### src/rtl/core/abtd_front.sv
// ---------------------------------------------------------------------------
// abtd_front
// Input side: takes words, centers the sample and holds them in a
// two-entry queue for the arithmetic back end.
// ---------------------------------------------------------------------------
module abtd_front #(
	parameter int SAMPLE_BITS = 10
) (
	input  logic                          clk,
	input  logic                          arst_n,
	input  logic                          in_valid,
	output logic                          in_stall,
	input  logic [SAMPLE_BITS-1:0]        sample,
	input  logic [31:0]                   now_ms,
	output logic                          q_valid,
	input  logic                          q_pop,
	output logic signed [SAMPLE_BITS-1:0] q_x,
	output logic [31:0]                   q_now
);

	logic signed [SAMPLE_BITS-1:0] x_mem [2];
	logic [31:0]                   now_mem [2];
	logic [1:0]                    count_q;
	logic                          wr_ptr_q;
	logic                          rd_ptr_q;
	logic                          push;
	logic                          pop;

	assign in_stall = (count_q == 2'd2);
	assign push     = in_valid && !in_stall;
	assign q_valid  = (count_q != 2'd0);
	assign pop      = q_pop && q_valid;
	assign q_x      = x_mem[rd_ptr_q];
	assign q_now    = now_mem[rd_ptr_q];

	// Subtracting half scale from offset binary is an inversion of the top bit.
	always_ff @(posedge clk) begin
		if (push) begin
			x_mem[wr_ptr_q]   <= {~sample[SAMPLE_BITS-1], sample[SAMPLE_BITS-2:0]};
			now_mem[wr_ptr_q] <= now_ms;
		end
	end

	always_ff @(posedge clk or negedge arst_n) begin
		if (!arst_n) begin
			count_q  <= 2'd0;
			wr_ptr_q <= 1'b0;
			rd_ptr_q <= 1'b0;
		end else begin
			if (push) begin
				wr_ptr_q <= ~wr_ptr_q;
			end
			if (pop) begin
				rd_ptr_q <= ~rd_ptr_q;
			end
			case ({push, pop})
				2'b10:   count_q <= count_q + 2'd1;
				2'b01:   count_q <= count_q - 2'd1;
				default: count_q <= count_q;
			endcase
		end
	end

	a_count_range: assert property (@(posedge clk) disable iff (!arst_n)
		count_q != 2'd3)
		else $error("queue count out of range");

	a_pop_drains: assert property (@(posedge clk) disable iff (!arst_n)
		(pop && !push) |=> (count_q == $past(count_q) - 2'd1))
		else $error("queue pop did not drain an entry");

	a_full_holds: assert property (@(posedge clk) disable iff (!arst_n)
		(count_q == 2'd2 && !q_pop) |=> (count_q == 2'd2))
		else $error("full queue lost an entry");

endmodule

### config.mk
export PLATFORM = sky130hd
export DESIGN_NAME = abtd_front
export DESIGN_NICKNAME = d
export VERILOG_FILES = /design/src/rtl/core/abtd_front.sv
export SDC_FILE = /design/constraint.sdc
export NUM_CORES = 1
export LEC_CHECK = 0
export BUFFER_PORTS_ARGS = -buffer_cell sky130_fd_sc_hd__clkbuf_2
export CAP_MARGIN = 20
export CORE_AREA = 5 5 84 86
export CTS_BUF_LIST = sky130_fd_sc_hd__clkbuf_8
export DETAILED_ROUTE_END_ITERATION = 12
export DIE_AREA = 0 0 89 91
export PLACE_DENSITY = 0.81
export SYNTH_ARGS = -nofsm -noshare
export SYNTH_HDL_FRONTEND = slang
export SYNTH_SLANG_ARGS = --single-unit
### constraint.sdc
create_clock -name clk -period 4 [get_ports clk]
set_input_delay 0 -clock clk [delete_from_list [all_inputs] [get_ports clk]]
set_output_delay 0 -clock clk [all_outputs]
set_load 0.1 [all_outputs]
==> impl_metrics.env <==
export IMPL_grt_max_degree=44
export IMPL_wl_met2_um=3132
export IMPL_crit_type="reg2out"
export IMPL_avgSynthCellArea_um2=21.70
export IMPL_cts_setup_buffers=0
export IMPL_holdWs_ns=0.02639
export IMPL_drive_gt1_share_pct=50.34
export IMPL_clock_sinks=88
export IMPL_wirelength_um=5852
export IMPL_rsz0062_at_grt="no"
export IMPL_cts_path_max_buffers=2
export IMPL_r2r_end="x_mem[1][0]"
export IMPL_path_depth=2
export IMPL_tightest_slew_ns=0.9676
export IMPL_grt_pass1_vias=1980
export IMPL_min_period_over_period_pct=53.55
export IMPL_fin_crit_ns=2.142
export IMPL_r2r_setup_slack_ns=2.20
export IMPL_dp_slack_ns=2.166
export IMPL_ys_seq_area_share_pct=80.58
export IMPL_routedWlPerCell_um=15.69
export IMPL_hold_viol=0
export IMPL_io_pin_count=90
export IMPL_start_util_pct=52.45
export IMPL_nets=338
export IMPL_placed_area_um2=3770
export IMPL_cts_made_buffers=9
export IMPL_crit_fanout=43
export IMPL_wl_met3_um=416
export IMPL_status="complete, no violations"
export IMPL_maxCapViolCount=0
export IMPL_clk_pin_slew_ns=0.08
export IMPL_whs_path_depth=3
export IMPL_setup_viol=0
export IMPL_required_ns=4.00
export IMPL_arrival_ns=2.14
export IMPL_synthToLayoutAreaGrowth_pct=36.91
export IMPL_maxUsedRoutingLayer="met4"
export IMPL_slew_violations=0
export IMPL_endpoint_kind="output pin"
export IMPL_timing_rr_start="count_q[0]"
export IMPL_worst_slack_ns=1.858
export IMPL_crit_path_start_kind="flop"
export IMPL_firstDrtPassIters=4
export IMPL_startpoint="rd_ptr_q"
export IMPL_place_hpwl_um=3627
export IMPL_crit_chain="mux2_2, clkbuf_2"
export IMPL_fp_dieW_um=89
export IMPL_insertion_delay_ns=0.34
export IMPL_critPathTopFamily="flip-flops"
export IMPL_cts_tree="built"
export IMPL_synthCells=150
export IMPL_crit_slowest_cell="dfrtp_2"
export IMPL_grt_pass1_wl_um=9404
export IMPL_synth_fp_nets=197
export IMPL_stdcell_area_um2=4456
export IMPL_drtAntennaViolNets=0
export IMPL_dieArea_um2=8099
export IMPL_root_buffer="clkbuf_8"
export IMPL_slew_headroom_pct=35.49
export IMPL_core_um2=6205
export IMPL_die_h_um=91
export IMPL_rows=29
export IMPL_routabilityCongestion=0.6364
export IMPL_worstHoldStart="in_valid"
export IMPL_min_path_type="in2reg"
export IMPL_final_cell_mix="clkbuf_2 (89), edfxtp_1 (84), dlygate4sd3_1 (45), mux2_2 (40), clkbuf_8 (9)"
export IMPL_worst_path_buf_inv=1
export IMPL_htreeDepth=3
export IMPL_fmax_mhz=466.9
export IMPL_fill_cells=417
export IMPL_drtIter0Drc=65
export IMPL_syn_area_um2=3254
export IMPL_port_buffers=89
export IMPL_overflow=0
export IMPL_yosysUniqueCellTypes=15
export IMPL_antenna_found_initial=0
export IMPL_drc=0
export IMPL_ys_ff_latch=88
export IMPL_final_common_cell="clkbuf_2"
export IMPL_tns_ns=0
export IMPL_wl_met1_um=2257
export IMPL_track_usage_pct=15.55
export IMPL_post_cts_resized=0
export IMPL_vias=1791
export IMPL_viasPerCell=4.802
export IMPL_max_stage_delay_ns=0.99
export IMPL_yosysWarnings=0
export IMPL_antennaDiodeCount=0
export IMPL_worstHoldEndpoint="wr_ptr_q"
export IMPL_skew_ns=0.007264
export IMPL_worstRegToRegCells=2
## stage by stage
step                      cells  utilization, %
after floorplan             150               -
after global placement      311           60.44
after detailed placement    312           60.76
after CTS                   373           71.81
after global routing        373           71.81
final                       373           71.81
## per-layer routing
layer,global-route usage [%],vias to the layer above
met2,26.67,61
met3,5.158,4
li1,-,862
met4,6.079,0
met5,0,-
met1,17.73,864
## kinds of logic (layout without fill, tap and decap cells)
group                    Yosys count  after routing  synth area share [%]
flip-flops                        88             88                 80.58
multiplexers                      42             42                 14.53
AND/OR/NAND/NOR                    7              7                 1.192
adder cells (fa/ha/maj)            1              1                0.3844
XOR/XNOR                           5              5                 1.346
buffers and inverters              7            153                 1.961
## cells in the mapped netlist, drive strengths merged
library cell | count | share of area [%]
edfxtp | 84 | 78
mux2 | 42 | 15
buf | 5 | 1.7
dfrtp | 4 | 3.1
xnor2 | 3 | 0.81
inv | 2 | 0.23
nor2 | 2 | 0.23
xor2 | 2 | 0.54
and2 | 1 | 0.27
and3 | 1 | 0.19
ha | 1 | 0.38
nand2 | 1 | 0.12
nand2b | 1 | 0.19
or2 | 1 | 0.19
## tightest hold or removal path: cells and delay by family
family | cells | cell delay, ns
and+or+nand+nor | 1 | 0.15
buffers and inverters | 1 | 0.08
xor gates and xnor gates | 1 | 0.08
## worst max path at each step
stage,endpoint,slack [ns]
after floorplan,now_mem[0][0],1.16
after global placement,now_mem[0][0],2.00
after detailed placement,now_mem[1][10],2.17
after CTS,q_now[15],1.82
after global routing,q_now[11],1.73
final,q_now[9],1.86
## flip-flops by register name, summed over array words and instances (netlist names)
register and cells:
count_q 2, now_mem 64, rd_ptr_q 1, wr_ptr_q 1, x_mem 20
## final cells by class
cell class	count	area (um^2)	area share [%]
Sequential cell	88	2624	58.89
Inverter	2	7.507	0.1685
Tap cell	77	96.34	2.162
Clock buffer	9	123.9	2.780
Timing Repair Buffer	135	915.9	20.56
Multi-Input combinational cell	55	576.8	12.95
Clock inverter	7	111.4	2.499
## timing repair
action / CTS / global route
endpoints found under the hold margin: 89 / 0
hold buffers: 45 / 0
endpoints found under the setup margin: 0 / 0
Power is left out: the tool's default activity adds up to more than one toggle a clock period on the data nets, which glitch-free logic cannot reach.
