[config.mk]
export PLATFORM = sky130hd
export DESIGN_NAME = abtd_regs
export DESIGN_NICKNAME = d
export VERILOG_FILES = /design/src/rtl/core/abtd_pkg.sv /design/src/rtl/core/abtd_regs.sv
export SDC_FILE = /design/constraint.sdc
export NUM_CORES = 1
export LEC_CHECK = 0
export BUFFER_PORTS_ARGS = -buffer_cell sky130_fd_sc_hd__buf_4
export CAP_MARGIN = 40
export CORE_MARGIN = 2
export CORE_UTILIZATION = 50
export CTS_CLUSTER_SIZE = 20
export DETAILED_ROUTE_END_ITERATION = 8
export GPL_TIMING_DRIVEN = 0
export PLACE_DENSITY = 0.82
export SLEW_MARGIN = 10
export SYNTH_ARGS = -nofsm -noshare
export SYNTH_HDL_FRONTEND = slang
export SYNTH_SLANG_ARGS = --single-unit
[constraint.sdc]
create_clock -name clk -period 1.4 [get_ports clk]
set_input_delay 0.07 -clock clk [delete_from_list [all_inputs] [get_ports clk]]
set_output_delay 0.07 -clock clk [all_outputs]
set_load 0.01 [all_outputs]
[src/rtl/core/abtd_pkg.sv]
// ---------------------------------------------------------------------------
// abtd_pkg
// Shared types, register codes and helpers of the adaptive threshold beat
// detector.
// ---------------------------------------------------------------------------
package abtd_pkg;

	// Register map, word index on the configuration port.
	typedef enum logic [2:0] {
		RI_COEF_B0        = 3'd0,
		RI_COEF_B2        = 3'd1,
		RI_COEF_A1        = 3'd2,
		RI_COEF_A2        = 3'd3,
		RI_STATS_RATE     = 3'd4,
		RI_THRESH_GAIN    = 3'd5,
		RI_HOLDOFF_MS     = 3'd6
	} reg_idx_t;

	localparam logic [15:0] RST_COEF_B0       = 16'd2941;
	localparam logic [15:0] RST_COEF_B2       = 16'hF483;
	localparam logic [15:0] RST_COEF_A1       = 16'h98A2;
	localparam logic [15:0] RST_COEF_A2       = 16'd10500;
	localparam logic [15:0] RST_STATS_RATE    = 16'd655;
	localparam logic [15:0] RST_THRESH_GAIN   = 16'd2048;
	localparam logic [15:0] RST_HOLDOFF_MS    = 16'd280;

	localparam logic [47:0] RST_VARIANCE = 48'd65536;

	typedef struct packed {
		logic [15:0] coef_b0;
		logic [15:0] coef_b2;
		logic [15:0] coef_a1;
		logic [15:0] coef_a2;
		logic [15:0] stats_rate;
		logic [15:0] thresh_gain;
		logic [15:0] holdoff_ms;
	} cfg_t;

	// Sequencer of the arithmetic back end.
	typedef enum logic [3:0] {
		ST_IDLE,
		ST_MB0,
		ST_Y,
		ST_MA1,
		ST_N1,
		ST_B2X,
		ST_N2,
		ST_MEAN,
		ST_SQ,
		ST_VSUM,
		ST_VMUL,
		ST_VAR,
		ST_SQRT,
		ST_GAIN,
		ST_THR
	} seq_state_t;

	function automatic logic signed [31:0] sat32(input logic signed [49:0] v);
		logic signed [31:0] r;
		if (v > 50'sd2147483647) begin
			r = 32'sh7FFFFFFF;
		end else if (v < -50'sd2147483648) begin
			r = 32'sh80000000;
		end else begin
			r = v[31:0];
		end
		return r;
	endfunction

endpackage

[src/rtl/core/abtd_regs.sv]
// ---------------------------------------------------------------------------
// abtd_regs
// Configuration register file behind a simple APB-style slave port.
// ---------------------------------------------------------------------------
module abtd_regs (
	input  logic                clk,
	input  logic                arst_n,
	input  logic                psel,
	input  logic                penable,
	input  logic                pwrite,
	input  logic [4:0]          paddr,
	input  logic [31:0]         pwdata,
	output logic [31:0]         prdata,
	output logic                pready,
	output abtd_pkg::cfg_t      cfg
);

	abtd_pkg::cfg_t    cfg_q;
	abtd_pkg::reg_idx_t idx;
	logic              wr_en;

	assign idx    = abtd_pkg::reg_idx_t'(paddr[4:2]);
	assign wr_en  = psel && penable && pwrite;
	assign pready = 1'b1;
	assign cfg    = cfg_q;

	always_ff @(posedge clk or negedge arst_n) begin
		if (!arst_n) begin
			cfg_q.coef_b0       <= abtd_pkg::RST_COEF_B0;
			cfg_q.coef_b2       <= abtd_pkg::RST_COEF_B2;
			cfg_q.coef_a1       <= abtd_pkg::RST_COEF_A1;
			cfg_q.coef_a2       <= abtd_pkg::RST_COEF_A2;
			cfg_q.stats_rate    <= abtd_pkg::RST_STATS_RATE;
			cfg_q.thresh_gain   <= abtd_pkg::RST_THRESH_GAIN;
			cfg_q.holdoff_ms    <= abtd_pkg::RST_HOLDOFF_MS;
		end else if (wr_en) begin
			case (idx)
				abtd_pkg::RI_COEF_B0:       cfg_q.coef_b0       <= pwdata[15:0];
				abtd_pkg::RI_COEF_B2:       cfg_q.coef_b2       <= pwdata[15:0];
				abtd_pkg::RI_COEF_A1:       cfg_q.coef_a1       <= pwdata[15:0];
				abtd_pkg::RI_COEF_A2:       cfg_q.coef_a2       <= pwdata[15:0];
				abtd_pkg::RI_STATS_RATE:    cfg_q.stats_rate    <= pwdata[15:0];
				abtd_pkg::RI_THRESH_GAIN:   cfg_q.thresh_gain   <= pwdata[15:0];
				abtd_pkg::RI_HOLDOFF_MS:    cfg_q.holdoff_ms    <= pwdata[15:0];
				default: ;
			endcase
		end
	end

	always_comb begin
		case (idx)
			abtd_pkg::RI_COEF_B0:       prdata = {16'h0, cfg_q.coef_b0};
			abtd_pkg::RI_COEF_B2:       prdata = {16'h0, cfg_q.coef_b2};
			abtd_pkg::RI_COEF_A1:       prdata = {16'h0, cfg_q.coef_a1};
			abtd_pkg::RI_COEF_A2:       prdata = {16'h0, cfg_q.coef_a2};
			abtd_pkg::RI_STATS_RATE:    prdata = {16'h0, cfg_q.stats_rate};
			abtd_pkg::RI_THRESH_GAIN:   prdata = {16'h0, cfg_q.thresh_gain};
			abtd_pkg::RI_HOLDOFF_MS:    prdata = {16'h0, cfg_q.holdoff_ms};
			default:                    prdata = 32'h0;
		endcase
	end

endmodule

==> results.sh <==
export IMPL_critPathMaxStageDelay_ps=470
export IMPL_setup_ws_ps=-263
export IMPL_rsz0062_at_grt="yes"
export IMPL_fin_util_pct=73.5
export IMPL_slew_headroom_pct=59.4
export IMPL_p_switching_w=0.00301
export IMPL_synth_seq_area_share_pct=53.5
export IMPL_cp_arrival_ps=1590
export IMPL_vias=4194
export IMPL_wire_per_inst_um=20.1
export IMPL_cpLargestDelayFamily="buffers and inverters"
export IMPL_diodes=0
export IMPL_cts_max_path_buffers=2
export IMPL_p_int_w=0.00704
export IMPL_drv_cap=0
export IMPL_ys_types=30
export IMPL_r2r_slack_ps=320
export IMPL_cts_max_level=3
export IMPL_cts_sinks=112
export IMPL_die_area_um2=11500
export IMPL_finalNetCount=669
export IMPL_ff2ff_path_depth=3
export IMPL_hpwl_mm=9.94
export IMPL_start_util_pct=51.6
export IMPL_fmax_ghz=0.601
export IMPL_r2r_start="cfg[110]"
export IMPL_insertion_delay_ps=360
export IMPL_final_cell_mix="buf_4, mux2_2, dfrtp_1"
export IMPL_row_count=37
export IMPL_critPathMaxFanout=10
export IMPL_die_w_um=107
export IMPL_p_leak_nw=3.67
export IMPL_cpMaxStageDelayCell="clkbuf_1"
export IMPL_grt_pass1_wl_mm=23.2
export IMPL_gp_congestion=0.858
export IMPL_swShare_pct=30.0
export IMPL_synth_warnings=0
export IMPL_powerDensity_nw_per_um2=1330
export IMPL_first_iter_violations=217
export IMPL_cp_required_ps=1330
export IMPL_num_io_pins=187
export IMPL_power_frac_seq_pct=45.0
export IMPL_syn_area_per_cell_um2=13.8
export IMPL_timing_final_crit_period_ps=1660
export IMPL_crit_path_start_kind="input pin"
export IMPL_numCtsBuffers=9
export IMPL_track_usage_pct=26.6
export IMPL_critical_path_endpoint="prdata[3]"
export IMPL_cts_root_buf="clkbuf_8"
export IMPL_post_route_period_util_pct=119
export IMPL_combPwrFrac_pct=33.7
export IMPL_critPathKind="in -> out"
export IMPL_path_depth=7
export IMPL_outcome="complete, but fails checks"
export IMPL_grt_start_max_net_pins=68
export IMPL_cts_tree="done"
export IMPL_startpoint="paddr[2]"
export IMPL_overflow=0
export IMPL_violations="negative setup slack"
export IMPL_cp_end_kind="output pin"
export IMPL_drcViolationCount=0
export IMPL_wl_mm=15.5
export IMPL_path_buf_inv=4
export IMPL_coreArea_um2=10300
export IMPL_skew_ps=0
export IMPL_hp_class="in -> async"
export IMPL_slew_viol_final=0
export IMPL_synth_seq_cells=112
export IMPL_largest_reg_flops=112
export IMPL_syn_inst=386
export IMPL_whs_ps=175
export IMPL_drive_above_1_share_pct=66.8
export IMPL_path_cells="buf_4 -> buf_2 -> and3b_1 -> clkbuf_1 -> a222oi_1 -> o21ai_1 -> buf_4"
export IMPL_drtPass1Iterations=5
export IMPL_regToRegEndpoint="cfg[110]"
export IMPL_tightest_slew_ps=608
export IMPL_ir_worst_vdd_uv=846
export IMPL_p_clk_share_pct=21.3
export IMPL_final_hold_violation_count=0
export IMPL_clkTransAtPathRegs_ps=110
export IMPL_grt_pass1_vias=4245
export IMPL_ant_nets=0
export IMPL_final_common_cell="buf_4"
export IMPL_antenna_found_initial=0
export IMPL_port_buffers=150
export IMPL_synth_area_um2=5330
export IMPL_viasPerCell=5.46
export IMPL_syn2layout_area_growth_pct=42.4
export IMPL_fillers=665
export IMPL_die_y_um=107
export IMPL_setup_violations_final=16
export IMPL_crit_top_cell="buf_4"
[layout make-up]
class	instances	area (um^2)	area share [%]
Sequential cell	112	2850	37.5
Multi-Input combinational cell	245	2370	31.3
Timing Repair Buffer	216	1690	22.3
Buffer	42	279	3.68
Tap cell	136	170	2.24
Clock buffer	10	128	1.68
Clock inverter	6	93.8	1.24
Inverter	1	3.75	0.0495
[power groups by stage]
stage / logic [W] / registers [W] / clock network, W
after floorplan: 0.00108 / 0.00479 / 0
after global placement: 0.00282 / 0.00456 / 0
after detailed placement: 0.00288 / 0.00461 / 0
after CTS: 0.00323 / 0.00450 / 0.00216
after global routing: 0.00362 / 0.00460 / 0.00232
final: 0.00339 / 0.00452 / 0.00215
[layer usage]
| metal | vias to the layer above | global-route usage, % | share of wire (%) | wire, um |
|---|---|---|---|---|
| li1 | 1860 | - | - | - |
| met4 | 0 | 7.79 | 1.2 | 181 |
| met5 | - | 0 | 0 | 0 |
| met3 | 18 | 6.44 | 8.7 | 1340 |
| met2 | 206 | 44.3 | 50 | 7780 |
| met1 | 2110 | 34.6 | 40 | 6160 |
[stage by stage]
stage / power [W] / std cells / TNS, ps / instance area (um^2) / setup slack (ps)
2_1_floorplan: 0.00587 / 401 / -101 / 5390 / -6.01
3_3_place_gp: 0.00738 / 687 / -32440 / 6680 / -582
3_5_place_dp: 0.00749 / 688 / -37080 / 6710 / -622
4_1_cts: 0.00989 / 745 / -3280 / 7370 / -229
5_1_grt: 0.0105 / 768 / -3820 / 7590 / -296
6_report: 0.0101 / 768 / -3140 / 7590 / -263
[what timing repair did]
action                                 in CTS  in global routing
buffers inserted                           25                 23
endpoints found under the hold margin     155                  0
hold buffers                               17                  0
cloned                                      0                  0
resized for setup                          33                 12
pin swaps                                   2                  8
setup endpoints to repair                  46                 59
[worst min path at each step]
stage	from	endpoint	slack, ps	cells past startpoint
after global routing	arst_n	cfg[55]	200	2
after CTS	arst_n	cfg[55]	190	2
after global placement	pwdata[5]	cfg[85]	330	2
after detailed placement	arst_n	cfg[55]	30	1
final	arst_n	cfg[55]	170	2
after floorplan	arst_n	cfg[0]	-230	0
[Yosys cell counts (all sizes together)]
| master | instances | area (um^2) |
|---|---|---|
| a21oi | 1 | 5.00 |
| a222oi | 9 | 90.1 |
| and3b | 2 | 17.5 |
| buf | 36 | 230 |
| clkbuf | 7 | 26.3 |
| conb | 2 | 7.51 |
| dfrtp | 75 | 1880 |
| dfstp | 37 | 972 |
| inv | 1 | 3.75 |
| mux2 | 128 | 1440 |
| mux2i | 21 | 210 |
| mux4 | 1 | 22.5 |
| nand2 | 6 | 22.5 |
| nand2b | 2 | 12.5 |
| nand3 | 5 | 25.0 |
| nand3b | 10 | 75.1 |
| nand4 | 1 | 6.26 |
| nand4b | 1 | 8.76 |
| nor2 | 5 | 23.8 |
| nor2b | 2 | 12.5 |
| nor3b | 1 | 7.51 |
| o21a | 15 | 113 |
| o21ai | 9 | 45.0 |
| o221ai | 7 | 61.3 |
| or3 | 2 | 12.5 |
[worst register-to-register path: cells and delay by family, from the launching register on]
| family | cells | cell delay [ps] |
|---|---|---|
| flip-flops | 1 | 410 |
| buffers and inverters | 2 | 270 |
| multiplexers | 1 | 300 |
[cell families after synthesis]
logic type	Yosys count	synth area share (%)
buf+inv	44	4.88
simple gates	37	4.20
mux	150	31.4
compound gates	41	5.89
flops	112	53.5
other cells	2	0.141
Power figures use the tool's default switching activity.
